`config.mk`:
```
export PLATFORM = sky130hd
export DESIGN_NAME = intel_hex_record_parser_unit
export DESIGN_NICKNAME = d
export VERILOG_FILES = /design/src/rtl/ihex_pkg.sv /design/src/rtl/intel_hex_record_parser_unit.sv /design/src/rtl/ihex_core.sv
export SDC_FILE = /design/constraint.sdc
export NUM_CORES = 1
export LEC_CHECK = 0
export ABC_AREA = 0
export BUFFER_PORTS_ARGS = -buffer_cell sky130_fd_sc_hd__buf_4
export CAP_MARGIN = 25
export CORE_UTILIZATION = 55
export CTS_CLUSTER_SIZE = 14
export DETAILED_ROUTE_END_ITERATION = 10
export HOLD_SLACK_MARGIN = 0.06
export PLACE_DENSITY = 0.82
export SYNTH_ARGS = -nofsm -noshare
export SYNTH_HDL_FRONTEND = slang
export SYNTH_HIERARCHICAL = 1
export SYNTH_SLANG_ARGS = --single-unit
```
`constraint.sdc`:
```
create_clock -name i_clk -period 11.45 [get_ports i_clk]
set_input_delay 2.29 -clock i_clk [delete_from_list [all_inputs] [get_ports i_clk]]
set_output_delay 2.29 -clock i_clk [all_outputs]
set_load 0.005 [all_outputs]
```
`src/rtl/ihex_pkg.sv`:
```
// ----------------------------------------------------------------------------
// ihex_pkg
// Types, codes and helpers for the hex record parser.
// ----------------------------------------------------------------------------
`default_nettype none

package ihex_pkg;

    localparam logic [7:0] CHAR_COLON   = 8'h3a;
    localparam logic [7:0] CHAR_NEWLINE = 8'h0a;

    localparam logic KIND_DATA = 1'b0;
    localparam logic KIND_END  = 1'b1;

    typedef enum logic [2:0] {
        PH_AWAIT,
        PH_LEN,
        PH_ADDR,
        PH_TYPE,
        PH_DATA,
        PH_CSUM,
        PH_SKIP
    } t_phase;

    typedef enum logic [3:0] {
        ST_OK         = 4'd0,
        ST_NO_COLON   = 4'd1,
        ST_LEN_DIGIT  = 4'd2,
        ST_ADDR_DIGIT = 4'd3,
        ST_TYPE_DIGIT = 4'd4,
        ST_BAD_TYPE   = 4'd5,
        ST_DATA_DIGIT = 4'd6,
        ST_CSUM_DIGIT = 4'd7,
        ST_CSUM_BAD   = 4'd8
    } t_status;

    typedef struct packed {
        logic        kind;
        logic [7:0]  data_byte;
        logic [15:0] byte_address;
        logic        rec_type;
        logic [7:0]  record_length;
        logic [3:0]  status;
    } t_result;

    // msb set when the character is not a hex digit
    function automatic logic [4:0] hex_decode(input logic [7:0] c);
        logic [4:0] v;
        v = 5'h10;
        if (c >= 8'h30 && c <= 8'h39) begin
            v = {1'b0, 4'(c - 8'h30)};
        end else if (c >= 8'h61 && c <= 8'h66) begin
            v = {1'b0, 4'(c - 8'h57)};
        end else if (c >= 8'h41 && c <= 8'h46) begin
            v = {1'b0, 4'(c - 8'h37)};
        end
        return v;
    endfunction

endpackage

`default_nettype wire

```
`src/rtl/intel_hex_record_parser_unit.sv`:
```
// a result is registered into the output register from the character transfer
// that causes it, or into the skid register while the output is stalled
// throughput: one character per cycle while the skid register is empty; a skid
// register behind the output register holds one more result while a result is stalled
// reset: synchronous active-low, returns to waiting for a colon
// ----------------------------------------------------------------------------
// intel_hex_record_parser_unit
// Hex record text parser with registered, stallable result channel.
// ----------------------------------------------------------------------------
`default_nettype none

module intel_hex_record_parser_unit
    import ihex_pkg::*;
(
    input  wire logic        i_clk,
    input  wire logic        i_rst_n,
    input  wire logic        i_in_valid,
    output logic             o_in_stall,
    input  wire logic [7:0]  i_char_code,
    output logic             o_out_valid,
    input  wire logic        i_out_stall,
    output logic             o_result_kind,
    output logic [7:0]       o_data_byte,
    output logic [15:0]      o_byte_address,
    output logic             o_rec_type,
    output logic [7:0]       o_record_length,
    output logic [3:0]       o_status
);

    logic    take;
    logic    res_valid;
    t_result res;

    logic    r_out_valid;
    t_result r_out;
    logic    r_skid_valid;
    t_result r_skid;

    assign o_in_stall = r_skid_valid;
    assign take       = i_in_valid && !r_skid_valid;

    ihex_core u_core (
        .i_clk       (i_clk),
        .i_rst_n     (i_rst_n),
        .i_take      (take),
        .i_char_code (i_char_code),
        .o_res_valid (res_valid),
        .o_res       (res)
    );

    always_ff @(posedge i_clk) begin
        if (!i_rst_n) begin
            r_out_valid  <= 1'b0;
            r_skid_valid <= 1'b0;
        end else if (!r_out_valid || !i_out_stall) begin
            // output register free after this edge
            if (r_skid_valid) begin
                r_out_valid  <= 1'b1;
                r_skid_valid <= 1'b0;
            end else begin
                r_out_valid <= res_valid;
            end
        end else if (res_valid) begin
            r_skid_valid <= 1'b1;
        end
    end

    always_ff @(posedge i_clk) begin
        if (!r_out_valid || !i_out_stall) begin
            r_out <= r_skid_valid ? r_skid : res;
        end else if (res_valid) begin
            r_skid <= res;
        end
    end

    assign o_out_valid     = r_out_valid;
    assign o_result_kind   = r_out.kind;
    assign o_data_byte     = r_out.data_byte;
    assign o_byte_address  = r_out.byte_address;
    assign o_rec_type      = r_out.rec_type;
    assign o_record_length = r_out.record_length;
    assign o_status        = r_out.status;

endmodule

`default_nettype wire

```
`src/rtl/ihex_core.sv`:
```
// ----------------------------------------------------------------------------
// ihex_core
// Record state machine: one character per transfer, at most one result.
// ----------------------------------------------------------------------------
`default_nettype none

module ihex_core
    import ihex_pkg::*;
(
    input  wire logic       i_clk,
    input  wire logic       i_rst_n,
    input  wire logic       i_take,
    input  wire logic [7:0] i_char_code,
    output logic            o_res_valid,
    output t_result         o_res
);

    t_phase      r_phase,  n_phase;
    logic [1:0]  r_dcnt,   n_dcnt;
    logic [3:0]  r_high,   n_high;
    logic [7:0]  r_len,    n_len;
    logic [15:0] r_addr,   n_addr;
    logic        r_type,   n_type;
    logic [7:0]  r_left,   n_left;
    logic [7:0]  r_sum,    n_sum;

    logic [4:0]  hex;
    logic        not_hex;
    logic [3:0]  nib;
    logic [7:0]  byte_val;
    logic [15:0] addr_shift;
    logic        is_nl;
    logic        end_rec;
    logic [3:0]  end_status;
    logic        data_out;

    assign hex        = hex_decode(i_char_code);
    assign not_hex    = hex[4];
    assign nib        = hex[3:0];
    assign byte_val   = {r_high, nib};
    assign addr_shift = {r_addr[11:0], nib};
    assign is_nl      = (i_char_code == CHAR_NEWLINE);

    // which characters close a record, and with what status, and which emit a data byte
    always_comb begin
        end_rec    = 1'b0;
        end_status = ST_OK;
        data_out   = 1'b0;
        case (r_phase)
            PH_AWAIT: begin
                if (i_char_code != CHAR_COLON) begin
                    end_rec    = 1'b1;
                    end_status = ST_NO_COLON;
                end
            end
            PH_LEN: begin
                if (not_hex) begin
                    end_rec    = 1'b1;
                    end_status = ST_LEN_DIGIT;
                end
            end
            PH_ADDR: begin
                if (not_hex) begin
                    end_rec    = 1'b1;
                    end_status = ST_ADDR_DIGIT;
                end
            end
            PH_TYPE: begin
                if (not_hex) begin
                    end_rec    = 1'b1;
                    end_status = ST_TYPE_DIGIT;
                end else if (r_dcnt != 2'd0 && byte_val > 8'd1) begin
                    end_rec    = 1'b1;
                    end_status = ST_BAD_TYPE;
                end
            end
            PH_DATA: begin
                if (not_hex) begin
                    end_rec    = 1'b1;
                    end_status = ST_DATA_DIGIT;
                end else if (r_dcnt != 2'd0) begin
                    data_out = 1'b1;
                end
            end
            PH_CSUM: begin
                if (not_hex) begin
                    end_rec    = 1'b1;
                    end_status = ST_CSUM_DIGIT;
                end else if (r_dcnt != 2'd0) begin
                    end_rec    = 1'b1;
                    end_status = (8'(8'd0 - r_sum) == byte_val) ? ST_OK : ST_CSUM_BAD;
                end
            end
            default: begin
            end
        endcase
    end

    // next state
    always_comb begin
        n_phase = r_phase;
        n_dcnt  = r_dcnt;
        n_high  = r_high;
        n_len   = r_len;
        n_addr  = r_addr;
        n_type  = r_type;
        n_left  = r_left;
        n_sum   = r_sum;
        if (end_rec) begin
            n_phase = is_nl ? PH_AWAIT : PH_SKIP;
            n_dcnt  = 2'd0;
        end else begin
            case (r_phase)
                PH_AWAIT: begin
                    n_len   = 8'd0;
                    n_addr  = 16'd0;
                    n_type  = 1'b0;
                    n_sum   = 8'd0;
                    n_left  = 8'd0;
                    n_dcnt  = 2'd0;
                    n_phase = PH_LEN;
                end
                PH_LEN: begin
                    if (r_dcnt == 2'd0) begin
                        n_high = nib;
                        n_dcnt = 2'd1;
                    end else begin
                        n_dcnt  = 2'd0;
                        n_len   = byte_val;
                        n_sum   = r_sum + byte_val;
                        n_phase = PH_ADDR;
                    end
                end
                PH_ADDR: begin
                    n_addr = addr_shift;
                    if (r_dcnt[0]) begin
                        n_sum = r_sum + addr_shift[7:0];
                    end
                    if (r_dcnt == 2'd3) begin
                        n_phase = PH_TYPE;
                    end
                    n_dcnt = r_dcnt + 2'd1;
                end
                PH_TYPE: begin
                    if (r_dcnt == 2'd0) begin
                        n_high = nib;
                        n_dcnt = 2'd1;
                    end else begin
                        n_dcnt  = 2'd0;
                        n_type  = byte_val[0];
                        n_sum   = r_sum + byte_val;
                        n_left  = r_len;
                        n_phase = (r_len == 8'd0) ? PH_CSUM : PH_DATA;
                    end
                end
                PH_DATA: begin
                    if (r_dcnt == 2'd0) begin
                        n_high = nib;
                        n_dcnt = 2'd1;
                    end else begin
                        n_dcnt = 2'd0;
                        n_sum  = r_sum + byte_val;
                        n_addr = r_addr + 16'd1;
                        n_left = r_left - 8'd1;
                        if (r_left == 8'd1) begin
                            n_phase = PH_CSUM;
                        end
                    end
                end
                PH_CSUM: begin
                    // only the first checksum digit lands here
                    n_high = nib;
                    n_dcnt = 2'd1;
                end
                PH_SKIP: begin
                    if (is_nl) begin
                        n_phase = PH_AWAIT;
                    end
                end
                default: begin
                    n_phase = PH_AWAIT;
                    n_dcnt  = 2'd0;
                end
            endcase
        end
    end

    // result
    always_comb begin
        o_res_valid          = i_take && (end_rec || data_out);
        o_res.kind           = end_rec ? KIND_END : KIND_DATA;
        o_res.data_byte      = end_rec ? 8'd0 : byte_val;
        o_res.byte_address   = end_rec ? 16'd0 : r_addr;
        o_res.rec_type       = r_type;
        o_res.record_length  = r_len;
        o_res.status         = end_rec ? end_status : ST_OK;
    end

    always_ff @(posedge i_clk) begin
        if (!i_rst_n) begin
            r_phase <= PH_AWAIT;
            r_dcnt  <= 2'd0;
            r_high  <= 4'd0;
            r_len   <= 8'd0;
            r_addr  <= 16'd0;
            r_type  <= 1'b0;
            r_left  <= 8'd0;
            r_sum   <= 8'd0;
        end else if (i_take) begin
            r_phase <= n_phase;
            r_dcnt  <= n_dcnt;
            r_high  <= n_high;
            r_len   <= n_len;
            r_addr  <= n_addr;
            r_type  <= n_type;
            r_left  <= n_left;
            r_sum   <= n_sum;
        end
    end

endmodule

`default_nettype wire
```
; Yosys cells after proc, flatten, opt, wreduce, memory -nomap -nowiden
; Index checks and enable logic that the tools add are counted.
[totals]
ff_bits = 128
in_bits = 12
elab_cells = 154
out_inout_bits = 40
[op_classes]
n_addsub = 9
n_bitwise = 3
mux = 55
n_lt_le_gt_ge = 7
n_reduce_logical = 33
n_eq_ne = 25
[ops]
columns = op, n
row1 = 2-to-1 mux 8 bit, 6
row2 = one-hot mux 16 bit (3 select lines), 1
row3 = one-hot mux 8 bit (3 select lines), 2
row4 = 2-to-1 mux 38 bit, 1
row5 = 2-to-1 mux 16 bit, 2
row6 = 2-to-1 mux 3 bit, 10
row7 = 2-to-1 mux 4 bit, 6
row8 = one-hot mux 4 bit (6 select lines), 1
row9 = one-hot mux 3 bit (7 select lines), 1
row10 = "adder 16 x 1 -> 16 bit, second input constant", 1
row11 = adder 8 bit, 2
row12 = ">= comparator 8 x 7 -> 1 bit, second input constant", 2
row13 = "less-or-equal comparator 8 x 7 -> 1 bit, second input constant", 2
row14 = one-hot mux 8 bit (2 select lines), 1
row15 = AND reduction 4 bit, 4
row16 = 2-to-1 mux 5 bit, 3
row17 = 2-to-1 mux 1 bit, 14
row18 = AND reduction 5 bit, 2
row19 = "== test 3 bit, second input constant", 3
row20 = "inequality test 3 x 1 -> 1 bit, second input constant", 3
row21 = "inequality test 3 x 2 -> 1 bit, second input constant", 3
row22 = nonzero test 3 bit, 3
row23 = "== test 8 x 1 -> 1 bit, second input constant", 1
row24 = "== test 8 x 4 -> 1 bit, second input constant", 1
row25 = other kinds (32), 57

; Depth between registers and ports, before layout
; Gate-level depths: netlist of the first run.
[logic_depth]
word_depth = 13
ltp_mapped = 17
mapped_depth_nobuf = 16

; By module
; The synthesis of the first run kept the hierarchy.
[modules_own_cells]
columns = mod, seq_area_each_um2, area_per_inst_um2, n_inst, cells_each
row1 = ihex_core, 1001.0, 3892.5, 1, 517
row2 = intel_hex_record_parser_unit, 2322.2, 2837.7, 1, 126

; Worst setup path before layout of the first run
; Ideal clock, no wire load.
[synth_path]
path_kind = input -> register
start = in i_char_code[0]
end = reg r_skid[0] (netlist bit) (enable)
arrival_time_ns = 5.438
path_stages = 11
required_ns = 11.051
n_path_buf = 0
setup_time_ns = 0.399
setup_slack_ns = 5.613
path_cell_list = inv_1 -> ha_1 -> or3b_1 -> a31oi_1 -> nor2_1 -> nor3_1 -> nor3_1 -> inv_2 -> a31oi_1 -> nor2_1 -> and3_1
[synth_via]
elab_chain_len = 13
elab_cells_between_ends = 29
classes_between = add/sub (3) / order compare (7) / eq/ne (1) / mux (11) / reduce/logical (7)
[synth_rtl]
columns = element, line
row1 = from (decl), intel_hex_record_parser_unit.sv:19  ; input wire logic [7:0] i_char_code,
row2 = >= comparator 8 x 7 -> 1 bit or less-or-equal comparator 8 x 7 -> 1 bit (tied branches), ihex_pkg.sv:54  ; end else if (c >= 8'h41 && c <= 8'h46) begin
row3 = logical AND 1 bit, ihex_pkg.sv:54
row4 = 2-to-1 mux 5 bit, ihex_pkg.sv:54
row5 = 2-to-1 mux 5 bit, ihex_pkg.sv:52  ; end else if (c >= 8'h61 && c <= 8'h66) begin
row6 = 2-to-1 mux 5 bit, ihex_pkg.sv:50  ; if (c >= 8'h30 && c <= 8'h39) begin
row7 = greater-than comparator 8 x 1 -> 1 bit, ihex_core.sv:72  ; end else if (r_dcnt != 2'd0 && byte_val > 8'd1) begin
row8 = logical AND 1 bit, ihex_core.sv:72
row9 = 2-to-1 mux 1 bit, ihex_core.sv:72
row10 = 2-to-1 mux 1 bit, ihex_core.sv:69  ; if (not_hex) begin
row11 = one-hot mux 1 bit (4 select lines) (*), ihex_core.sv:49  ; case (r_phase)
row12 = via u_core.end_rec, ihex_core.sv:33  ; logic end_rec;
row13 = logical OR 1 bit (*), ihex_core.sv:190  ; o_res_valid = i_take && (end_rec || data_out);
row14 = logical AND 1 bit (*), ihex_core.sv:190
row15 = via res_valid, intel_hex_record_parser_unit.sv:31  ; logic res_valid;
row16 = AND reduction 2 bit (no source line) (*), -
row17 = to (signal assigned), intel_hex_record_parser_unit.sv:72  ; r_skid <= res;
row18 = to (decl), intel_hex_record_parser_unit.sv:37  ; t_result r_skid;
; Mark *: on every way through the listed nets, which the timed path passes. The rest lies on a longest branch.
; A chain may end at the register's enable or synchronous reset.

; Final worst setup path of the first run
[layout_path]
start = in i_char_code[0]
end = reg r_skid[3] (netlist bit) (enable)
[layout_via]
elab_chain_len = 13
elab_cells_between_ends = 29
classes_between = add/sub (3) / order compare (7) / eq/ne (1) / mux (11) / reduce/logical (7)
[layout_rtl]
columns = element, line
row1 = >= comparator 8 x 7 -> 1 bit or less-or-equal comparator 8 x 7 -> 1 bit (tied branches), ihex_pkg.sv:54
row2 = logical AND 1 bit, ihex_pkg.sv:54
row3 = 2-to-1 mux 5 bit, ihex_pkg.sv:54
row4 = 2-to-1 mux 5 bit, ihex_pkg.sv:52
row5 = 2-to-1 mux 5 bit, ihex_pkg.sv:50
row6 = greater-than comparator 8 x 1 -> 1 bit, ihex_core.sv:72
row7 = logical AND 1 bit, ihex_core.sv:72
row8 = 2-to-1 mux 1 bit, ihex_core.sv:72
row9 = 2-to-1 mux 1 bit, ihex_core.sv:69
row10 = one-hot mux 1 bit (4 select lines), ihex_core.sv:49
row11 = logical OR 1 bit (*), ihex_core.sv:190
row12 = logical AND 1 bit (*), ihex_core.sv:190
row13 = via res_valid, intel_hex_record_parser_unit.sv:31
row14 = AND reduction 2 bit (no source line) (*), -
; Marks and branches as above.

==> results of run 1 <==
==> synth_stat cells (6+ instances only) <==
cell	n
nor2_1	53
ha_1	17
and2_1	19
xnor2_1	18
clkbuf_1	22
nor4_1	8
a22oi_1	13
o31ai_1	9
a21oi_1	22
xor2_1	7
edfxtp_1	76
nor3_1	17
dfxtp_1	52
nand3_1	22
mux2_2	40
nand2_1	66
a211oi_1	14
o21ai_0	26
mux2i_1	17
inv_1	19
and3_1	6
o21a_1	6
==> through the flow <==
| stage | area (sq um) | util [%] | setup slack, ns |
|---|---|---|---|
| after global placement | 7210 | 60.3 | 5.01 |
| final | 7860 | 65.7 | 5.16 |
| after floorplan | 6730 | - | 5.61 |
| after global routing | 7860 | 65.7 | 4.92 |
| after CTS | 7830 | 65.4 | 5.25 |
| after detailed placement | 7210 | 60.3 | 4.83 |
==> sequential cells by signal (all words and copies together), names as in the netlist, 2 cells and up <==
signal and count:
u_core/r_left 8, u_core/r_sum 8, o_byte_address 16, u_core/r_addr 16, u_core/r_high 4, o_status 4, r_skid 38, u_core/r_len 8
u_core/r_dcnt 2, o_record_length 8, u_core/r_phase 3, o_data_byte 8
==> worst register-to-register path: stages, from the launching register on <==
cell,delay [ns]
dfxtp_1,0.88
inv_1,0.17
nor2_1,0.22
o21ai_0,0.15
a311oi_1,0.58
nor3_1,0.10
buf_4,0.25
inv_2,0.17
a31oi_1,0.07
nor2_1,0.25
and3_1,0.48
buf_4,0.44
==> layer usage <==
| metal | routed length, um | GRT usage (%) | up-vias |
|---|---|---|---|
| met5 | 0 | 0 | - |
| met4 | 281 | 9.78 | 0 |
| met1 | 7430 | 37.0 | 2601 |
| met3 | 1230 | 6.59 | 37 |
| met2 | 7960 | 45.9 | 242 |
| li1 | - | - | 2491 |
==> cells in the final DEF, fill, tap and decap left out, types with 4 or more instances in the layout <==
cell	netlist	final
nand2_1	66	66
bufinv_16	0	4
clkinv_4	0	4
and3_1	6	6
nand3_1	22	22
a22oi_1	13	13
xor2_1	7	7
o21a_1	6	6
buf_4	2	60
o21ai_0	26	26
a211oi_1	14	14
nor2_1	53	53
ha_1	17	17
a21o_1	4	4
a21boi_0	4	4
and2_1	19	19
nor3_1	17	17
mux2i_1	17	17
a21oi_1	22	22
inv_1	19	19
a31o_2	5	5
nor4_1	8	7
a31oi_1	5	5
clkbuf_16	0	17
mux2_2	40	40
a311oi_1	5	5
dfxtp_1	52	51
xnor2_1	18	18
edfxtp_1	76	76
o31ai_1	9	9
==> final cells by class <==
| type | instances | area (sq um) |
|---|---|---|
| Clock inverter | 13 | 189 |
| Timing Repair Buffer | 64 | 482 |
| Tap cell | 147 | 184 |
| Multi-Input combinational cell | 462 | 3170 |
| Clock buffer | 18 | 429 |
| Sequential cell | 128 | 3320 |
| Fill cell | 908 | 4100 |
| Inverter | 21 | 78.8 |
==> how the worst min path moves through the flow <==
| stage | start | end | slack (ns) | depth (start not counted) |
|---|---|---|---|---|
| after floorplan | u_core/r_type | u_core/r_type | 0.44 | 2 |
| after global placement | u_core/r_sum[1] | u_core/r_sum[1] | 0.46 | 2 |
| after detailed placement | u_core/r_sum[0] | u_core/r_sum[0] | 0.48 | 2 |
| after CTS | u_core/r_sum[0] | u_core/r_sum[0] | 0.49 | 2 |
| after global routing | u_core/r_sum[1] | u_core/r_sum[1] | 0.53 | 2 |
| final | u_core/r_sum[0] | u_core/r_sum[0] | 0.49 | 2 |
==> cell families after synthesis <==
logic type                 synth area share (%)
and+or+nand+nor                            16.4
AOI/OAI and AO/OA                          14.6
DFF                                        49.4
muxes                                      9.22
buffers and inverters                      3.72
xor gates and xnor gates                   3.25
adders and majority gates                  3.46
==> power groups by stage <==
stage | clock network (mW) | logic, mW | registers (mW)
after global routing | 0.595 | 0.661 | 0.666
after global placement | 0 | 0.571 | 0.659
after floorplan | 0 | 0.421 | 0.632
after detailed placement | 0 | 0.586 | 0.661
final | 0.569 | 0.612 | 0.657
after CTS | 0.572 | 0.592 | 0.653
==> results.toml, run 1 <==
[sta]
drv_slew = 0
fin_tns_setup_ns = 0
hold_viol = 0
holdWs_ns = 0.490
period_needed_ns = 6.29
timing.fmax_mhz = 159
worst_pin_slew_ns = 1.11
rsz0062_at_grt = "no"
slew_headroom_pct = 24.4
min_period_over_period_pct = 55.0
setup_viol = 0
finClkSkew_ns = 0.00862

[pwr]
switching_share_pct = 35.7
cellLeakagePower_nw = 3.11
p_clk_share_pct = 30.9
powerDensity_nw_per_um2 = 234
intPower_mw = 1.18
p_sw_uw = 657
ir_worst_vdd_mv = 0.114
sequentialPowerShare_pct = 35.7
p_total_mw = 1.84
pwr-share-comb_pct = 33.3

[clock_network]
cts_root_buf = "clkbuf_16"
cts_tree = "yes"
cts_resized = 0
clkLatencyLatePin_ns = 0.43
holdBufCountCts = 0
htree_levels = 4
clk_pin_slew_ns = 0.06
cts_max_path_buffers = 2
clock_sinks = 128
cts_setup_buffers = 0
numCtsBuffers = 17

[global_routing]
grt_usage_pct = 28.2
grt_pass1_vias = 5198
gr-total-overflow = 0
grt_pass1_wl_um = 27400
grt_max_degree = 42
antenna_found_initial = 0

[setup_path]
cpMostUsedCell = "buf_4"
worst_path_largest_cell_delay_ns = 0.78
arrival_ns = 6.37
endpoint = "r_skid[3]"
r2r_start = "u_core/r_phase[2]"
crit_buf_inv = 5
required_ns = 11.53
path_cells = "buf_4 > inv_1 > ha_1 > or3b_1 > a31oi_1 > nor2_1 > nor3_1 > nor3_1 > buf_4 > inv_2 > a31oi_1 > nor2_1 > and3_1 > buf_4"
critPathCaptureType = "flip-flop"
timing.rr.end = "r_skid[3]"
r2r_slack_ns = 7.34
worstSetupPathType = "input port to flip-flop"
critPathLaunchType = "input port"
path_depth = 14
cpLargestDelayFamily = "simple AND/OR/NAND/NOR gates"
worst-r2r-cell-count = 11
crit_start = "i_char_code[0]"
cp_max_fo = 29
slowest_stage = "nor3_1"

[drt]
via_per_inst = 6.30
wl_per_cell_um = 19.8
ant_nets = 0
dr.pass1.iters = 7
drt_iter0_markers = 620
drc = 0
vias = 5371
routed_wl_um = 16900

[run_status]
status = "complete, no violations"

[cells_and_area]
nets = 724
final_cells = 853
diodes = 0
drive_gt1_share_pct = 22.4
syn2layout_area_growth_pct = 16.8

[floorplan]
die_x_um = 113
ios = 52
num_rows = 40
dieArea_sq_um = 12700
core_sq_um = 12000
initial_utilization_pct = 56.3
die_y_um = 113

[min_path]
hp-class = "flip-flop to flip-flop"

[place]
port_buffers = 51
gp_congestion = 0.905
place_hpwl_um = 11400
dpl.cell_count = 818

[synth]
synth_seq_cells = 128
avgSynthCellArea_sq_um = 10.5
yosys_warnings = 6
synthArstFlopShare_pct = 0
synth_top_area_share_pct = 33.9
synth-edff-count = 76
ys_types = 71
synth_area_leaders = "edfxtp_1 34%, dfxtp_1 15%, mux2_2 6.7%"
synth_area_leader_cell = "edfxtp_1"
synthCells = 643
synth_ff_type = "edfxtp_1"
synthesis.area_sq_um = 6730
syn-num-nets = 673
yosysSeqAreaShare_pct = 49.4

[job]
max_cap_viol_count = 0
Note: power is estimated with default switching activity, not from simulation.
==> inputs of run 2 (changes only) <==
--- a/config.mk
+++ b/config.mk
@@ -5,7 +5,7 @@
 export SDC_FILE = /design/constraint.sdc
 export NUM_CORES = 1
 export LEC_CHECK = 0
-export ABC_AREA = 0
+export ABC_AREA = 1
 export BUFFER_PORTS_ARGS = -buffer_cell sky130_fd_sc_hd__buf_4
 export CAP_MARGIN = 25
 export CORE_UTILIZATION = 55
==> constraint.sdc (replaced) <==
create_clock -name i_clk -period 5.8 [get_ports i_clk]
set_input_delay 1.16 -clock i_clk [delete_from_list [all_inputs] [get_ports i_clk]]
set_output_delay 1.16 -clock i_clk [all_outputs]
set_load 0.005 [all_outputs]
==> run 2 against run 1 <==
  * Design area grew 1.5%
  * Core utilization down 0.094 points
  * Final cell count increased by 29%
  * Routed wire length fell by 10%
  * Critical endpoint is now r_skid[23]
  * Synthesized cell count grew 37%
==> results.toml, run 2 <==
[run_status]
status = "complete, no violations"

[synth]
ys_types = 44
yosys_warnings = 6
avgSynthCellArea_sq_um = 7.89
synth_ff_type = "edfxtp_1"
synth-edff-count = 76
synth_seq_cells = 128
synth_top_area_share_pct = 32.8
synth_area_leader_cell = "edfxtp_1"
synthesis.area_sq_um = 6960
yosysSeqAreaShare_pct = 47.8
synthCells = 882
syn-num-nets = 912
synth_area_leaders = "edfxtp_1 33%, dfxtp_1 15%, nand2_1 10%"
synth_most_common_cell = "nand2_1"
netlist_top_cells_count = "192 x nand2_1, 149 x nor2_1, 129 x inv_1"
synthArstFlopShare_pct = 0

[place]
place_hpwl_um = 10400
gp_congestion = 0.917
dpl.cell_count = 1069
port_buffers = 51

[clock_network]
holdBufCountCts = 0
cts_setup_buffers = 0
cts_tree = "yes"
htree_levels = 4
clkLatencyLatePin_ns = 0.42
numCtsBuffers = 17
clock_sinks = 128
cts_max_path_buffers = 2
cts_resized = 0
cts_root_buf = "clkbuf_16"
clk_pin_slew_ns = 0.06

[drt]
dr.pass1.iters = 6
via_per_inst = 5.21
drc = 0
drt_iter0_markers = 656
ant_nets = 0
routed_wl_um = 15200
wl_per_cell_um = 13.8
vias = 5740

[floorplan]
die_x_um = 114
num_rows = 40
die_y_um = 114
ios = 52
dieArea_sq_um = 13100
core_sq_um = 12200
initial_utilization_pct = 57.2

[setup_path]
critPathCaptureType = "flip-flop"
required_ns = 5.88
worstSetupPathType = "input port to flip-flop"
path_cells = "buf_4 > inv_1 > ha_1 > nand2_1 > nand3_2 > nand2_1 > inv_2 > nand2_8 > nor2_4 > nor2_1 > nand2_1 > nand2_2 > nand2_2 > nand2_4 > nand2_2 > o21ai_0 > inv_1 > inv_1 > nor2_4 > buf_4"
arrival_ns = 4.10
slowest_stage = "nand2_2"
worst_path_largest_cell_delay_ns = 0.45
cp_max_fo = 29
critPathLaunchType = "input port"

[pwr]
ir_worst_vdd_mv = 0.283
cellLeakagePower_nw = 3.64
p_total_mw = 4.27
powerDensity_nw_per_um2 = 535

[sta]
hold_viol = 0
min_period_over_period_pct = 69.4
rsz0062_at_grt = "no"
timing.fmax_mhz = 249
setup_viol = 0
finClkSkew_ns = 0.0143
drv_slew = 0
period_needed_ns = 4.02
fin_tns_setup_ns = 0
worst_pin_slew_ns = 1.04
slew_headroom_pct = 30.4

[global_routing]
grt_pass1_wl_um = 24500
grt_max_degree = 81
antenna_found_initial = 1
gr-total-overflow = 0
grt_usage_pct = 24.3
grt_pass1_vias = 5049

[cells_and_area]
largest_reg_flops = 38
diodes = 0
drive_gt1_share_pct = 12.5
nets = 950
final_common_cell = "nand2_1"
most-common-layout-cells = "192 x nand2_1, 148 x nor2_1, 129 x inv_1"
syn2layout_area_growth_pct = 14.7
final_cells = 1101
regMostFlops = "r_skid"

[job]
max_cap_viol_count = 0

[min_path]
hp-class = "flip-flop to flip-flop"
## run 2: final timing paths
kind	from	to	slack, ns	cells past startpoint
max	i_char_code[0]	r_skid[23]	1.78	20
min	u_core/r_len[7]	r_skid[11]	0.48	0
max reg2reg	u_core/r_phase[2]	r_skid[23]	2.17	10
min reg2reg	u_core/r_len[7]	r_skid[11]	0.48	0
## run 2: critical path, delay by kind of cell
kind | cells | cell delay, ns
AOI/OAI and AO/OA | 1 | 0.15
adders and majority gates | 1 | 0.18
buffers and inverters | 6 | 0.97
and+or+nand+nor | 12 | 1.62
## run 2: cells by family (layout without fill, tap and decap cells)
| family | count (synthesis) | in the layout | share of synthesized area [%] |
|---|---|---|---|
| XOR/XNOR | 18 | 18 | 2.27 |
| buffers and inverters | 169 | 220 | 10.4 |
| flip-flops | 128 | 128 | 47.8 |
| AND/OR/NAND/NOR | 416 | 416 | 25.7 |
| AO/OA/AOI/OAI | 133 | 133 | 10.5 |
| adder cells (fa/ha/maj) | 18 | 18 | 3.34 |
## run 2: area by class of cell
class / count / area, sq um
Clock inverter: 14 / 188
Sequential cell: 128 / 3320
Clock buffer: 18 / 429
Multi-Input combinational cell: 585 / 2920
Timing Repair Buffer: 54 / 405
Inverter: 134 / 505
Tap cell: 168 / 210
Fill cell: 959 / 4180
## run 2: report_power, final
group	internal, mW	total (mW)	leakage (nW)	switching [mW]
clock	0.718	1.11	0.306	0.390
sequential	1.29	1.47	1.22	0.182
combinational	0.614	1.69	2.11	1.08
## run 2: per-layer routing
layer | wire length, um | track usage (%)
met4 | 329 | 10.9
met1 | 7080 | 32.9
met3 | 913 | 5.35
met2 | 6840 | 37.5
met5 | 17 | 0
## run 2: metrics by stage
step	area, sq um	hold WS, ns	util (%)	setup WS [ns]
after global routing	7980	0.508	65.6	1.50
after global placement	7360	0.448	60.5	1.51
after floorplan	6960	0.452	-	1.03
after CTS	7980	0.487	65.6	1.83
final	7980	0.484	65.6	1.78
after detailed placement	7360	0.474	60.5	1.40
==> inputs of run 3 (changes only) <==
--- a/config.mk
+++ b/config.mk
@@ -5,7 +5,7 @@
 export SDC_FILE = /design/constraint.sdc
 export NUM_CORES = 1
 export LEC_CHECK = 0
-export ABC_AREA = 1
+export ABC_AREA = 0
 export BUFFER_PORTS_ARGS = -buffer_cell sky130_fd_sc_hd__buf_4
 export CAP_MARGIN = 25
 export CORE_UTILIZATION = 55
==> constraint.sdc (replaced) <==
create_clock -name i_clk -period 3.9 [get_ports i_clk]
set_input_delay 0.78 -clock i_clk [delete_from_list [all_inputs] [get_ports i_clk]]
set_output_delay 0.78 -clock i_clk [all_outputs]
set_load 0.005 [all_outputs]
==> run 3 against run 2 <==
  * Total power rose by 30%
  * Setup slack got worse by 1.4 ns
  * Non-clock buffer count rose by 31
  * Sequential power increased by 28%
  * Final cell count decreased by 21%
  * Register-to-register slack worse by 1.5 ns
  * Count of clock-buffer cells in the layout is 1 higher
  * Critical endpoint is now u_core/r_sum[7]
  * Critical path type unchanged
  * Via count is 6.4% lower
  * Sequential share of layout area down 0.42 points
  * Largest power group unchanged
==> results.toml, run 3 (synthesis results as in run 1) <==
[drt]
dr.pass1.iters = 5
drc = 0
ant_nets = 0
routed_wl_um = 16400
wl_per_cell_um = 18.7
drt_iter0_markers = 519
vias = 5371
via_per_inst = 6.14

[cells_and_area]
final_common_cell = "buf_4"
nets = 745
syn2layout_area_growth_pct = 19.8
final_cells = 875
most-common-layout-cells = "84 x buf_4, 76 x edfxtp_1, 66 x nand2_1"
fill_cells = 896
finalInstanceArea_sq_um = 8060
diodes = 0
largest_reg_flops = 38
multiInputGateArea_sq_um = 3170
regMostFlops = "r_skid"
seq_area_sq_um = 3320
drive_gt1_share_pct = 24.9

[min_path]
hp-class = "flip-flop to flip-flop"
hold_depth = 2
hp-start = "u_core/r_sum[1]"
hold_path_end = "u_core/r_sum[1]"

[place]
place_hpwl_um = 11400
dpl.cell_count = 843
place_area_sq_um = 7410
port_buffers = 51
gp_congestion = 0.968

[global_routing]
antenna_found_initial = 0
gr-total-overflow = 0
grt_max_degree = 41
grt_pass1_wl_um = 26600
grt_pass1_vias = 5284
grt_usage_pct = 27.1

[clock_network]
cts_max_path_buffers = 2
clock_sinks = 128
clk_pin_slew_ns = 0.06
clkLatencyLatePin_ns = 0.42
cts_tree = "yes"
cts_setup_buffers = 0
cts_root_buf = "clkbuf_16"
holdBufCountCts = 0
cts_resized = 0
numCtsBuffers = 17
htree_levels = 4

[setup_path]
critPathLaunchType = "input port"
worst-r2r-cell-count = 13
arrival_ns = 3.88
required_ns = 4.23
cp_max_fo = 9
worstSetupPathType = "input port to flip-flop"
timing.rr.end = "u_core/r_sum[7]"
r2r_start = "u_core/r_phase[2]"
critPathCaptureType = "flip-flop"
r2r_slack_ns = 0.69

[job]
max_cap_viol_count = 0

[sta]
slew_headroom_pct = 58.6
finClkSkew_ns = 0.00657
period_needed_ns = 3.56
min_period_over_period_pct = 91.2
rsz0062_at_grt = "no"
worst_pin_slew_ns = 0.616
setup_viol = 0
timing.fmax_mhz = 281
hold_viol = 0
drv_slew = 0

[floorplan]
num_rows = 40
die_y_um = 113
dieArea_sq_um = 12700
initial_utilization_pct = 56.3
core_sq_um = 12000
die_x_um = 113
ios = 52

[pwr]
powerDensity_nw_per_um2 = 688
ir_worst_vdd_mv = 0.312
p_total_mw = 5.54
cellLeakagePower_nw = 3.22

[run_status]
status = "complete, no violations"
-- run 3: cell types whose count changed in the layout (fill, tap and decap cells not counted), moves of 19 or more --
cell / before / now
nand2_1: 192 / 66
inv_1: 129 / 19
nor2_1: 148 / 53
mux2_2: 0 / 40
o21ai_0: 63 / 26
buf_4: 54 / 84
and2_1: 0 / 19
-- run 3: worst max path at each step --
| stage | start | to | slack (ns) |
|---|---|---|---|
| finish | i_char_code[0] | u_core/r_sum[7] | 0.34 |
| global route | i_char_code[0] | u_core/r_sum[7] | 0.09 |
| CTS | i_char_code[0] | u_core/r_sum[7] | 0.41 |
| detailed placement | i_char_code[0] | u_core/r_sum[7] | -0.03 |
| global placement | i_char_code[0] | o_status[3] | 0.19 |
| floorplan | i_char_code[0] | u_core/r_sum[7] | 0.01 |
-- run 3: per-stage QoR --
stage,hold slack [ns],TNS [ns],utilization [%],worst slack [ns]
after detailed placement,0.487,-0.0267,61.9,-0.0267
after global placement,0.477,0,61.9,0.192
after CTS,0.498,0,67.4,0.409
after global routing,0.513,0,67.4,0.0914
after floorplan,0.444,0,-,0.0142
final,0.502,0,67.4,0.344
-- run 3: critical path, cell delays in order --
cell	delay, ns
buf_4	0.13
inv_1	0.12
ha_1	0.24
o21bai_4	0.08
a21o_1	0.24
or2_2	0.40
nor2_1	0.19
ha_1	0.25
a21oi_1	0.23
o211ai_1	0.17
o41ai_1	0.34
buf_4	0.19
xnor2_1	0.11
o21a_1	0.14
a31oi_1	0.04
a211oi_1	0.24
-- run 3: where the power goes --
group	switching, mW	internal, mW	total, mW
Sequential	0.179	1.70	1.88
Combinational	1.15	0.773	1.92
Clock	0.585	1.15	1.74
-- run 3: final cells by class --
cell class                 instances  area share (%)
clock inverter                    13            2.62
sequential                       128            41.2
clock buffer                      19            5.50
multi-input combinational        462            39.3
inverter                          21           0.978
tap                              147            2.28
timing repair buffer              85            8.07
-- run 3: routing by layer --
layer | up-vias | track usage, % | share of wire [%]
met5 | - | 0 | 0
met4 | 0 | 13.2 | 2.4
met3 | 40 | 5.67 | 5.8
met2 | 225 | 43.5 | 48
met1 | 2577 | 34.8 | 44
li1 | 2529 | - | -
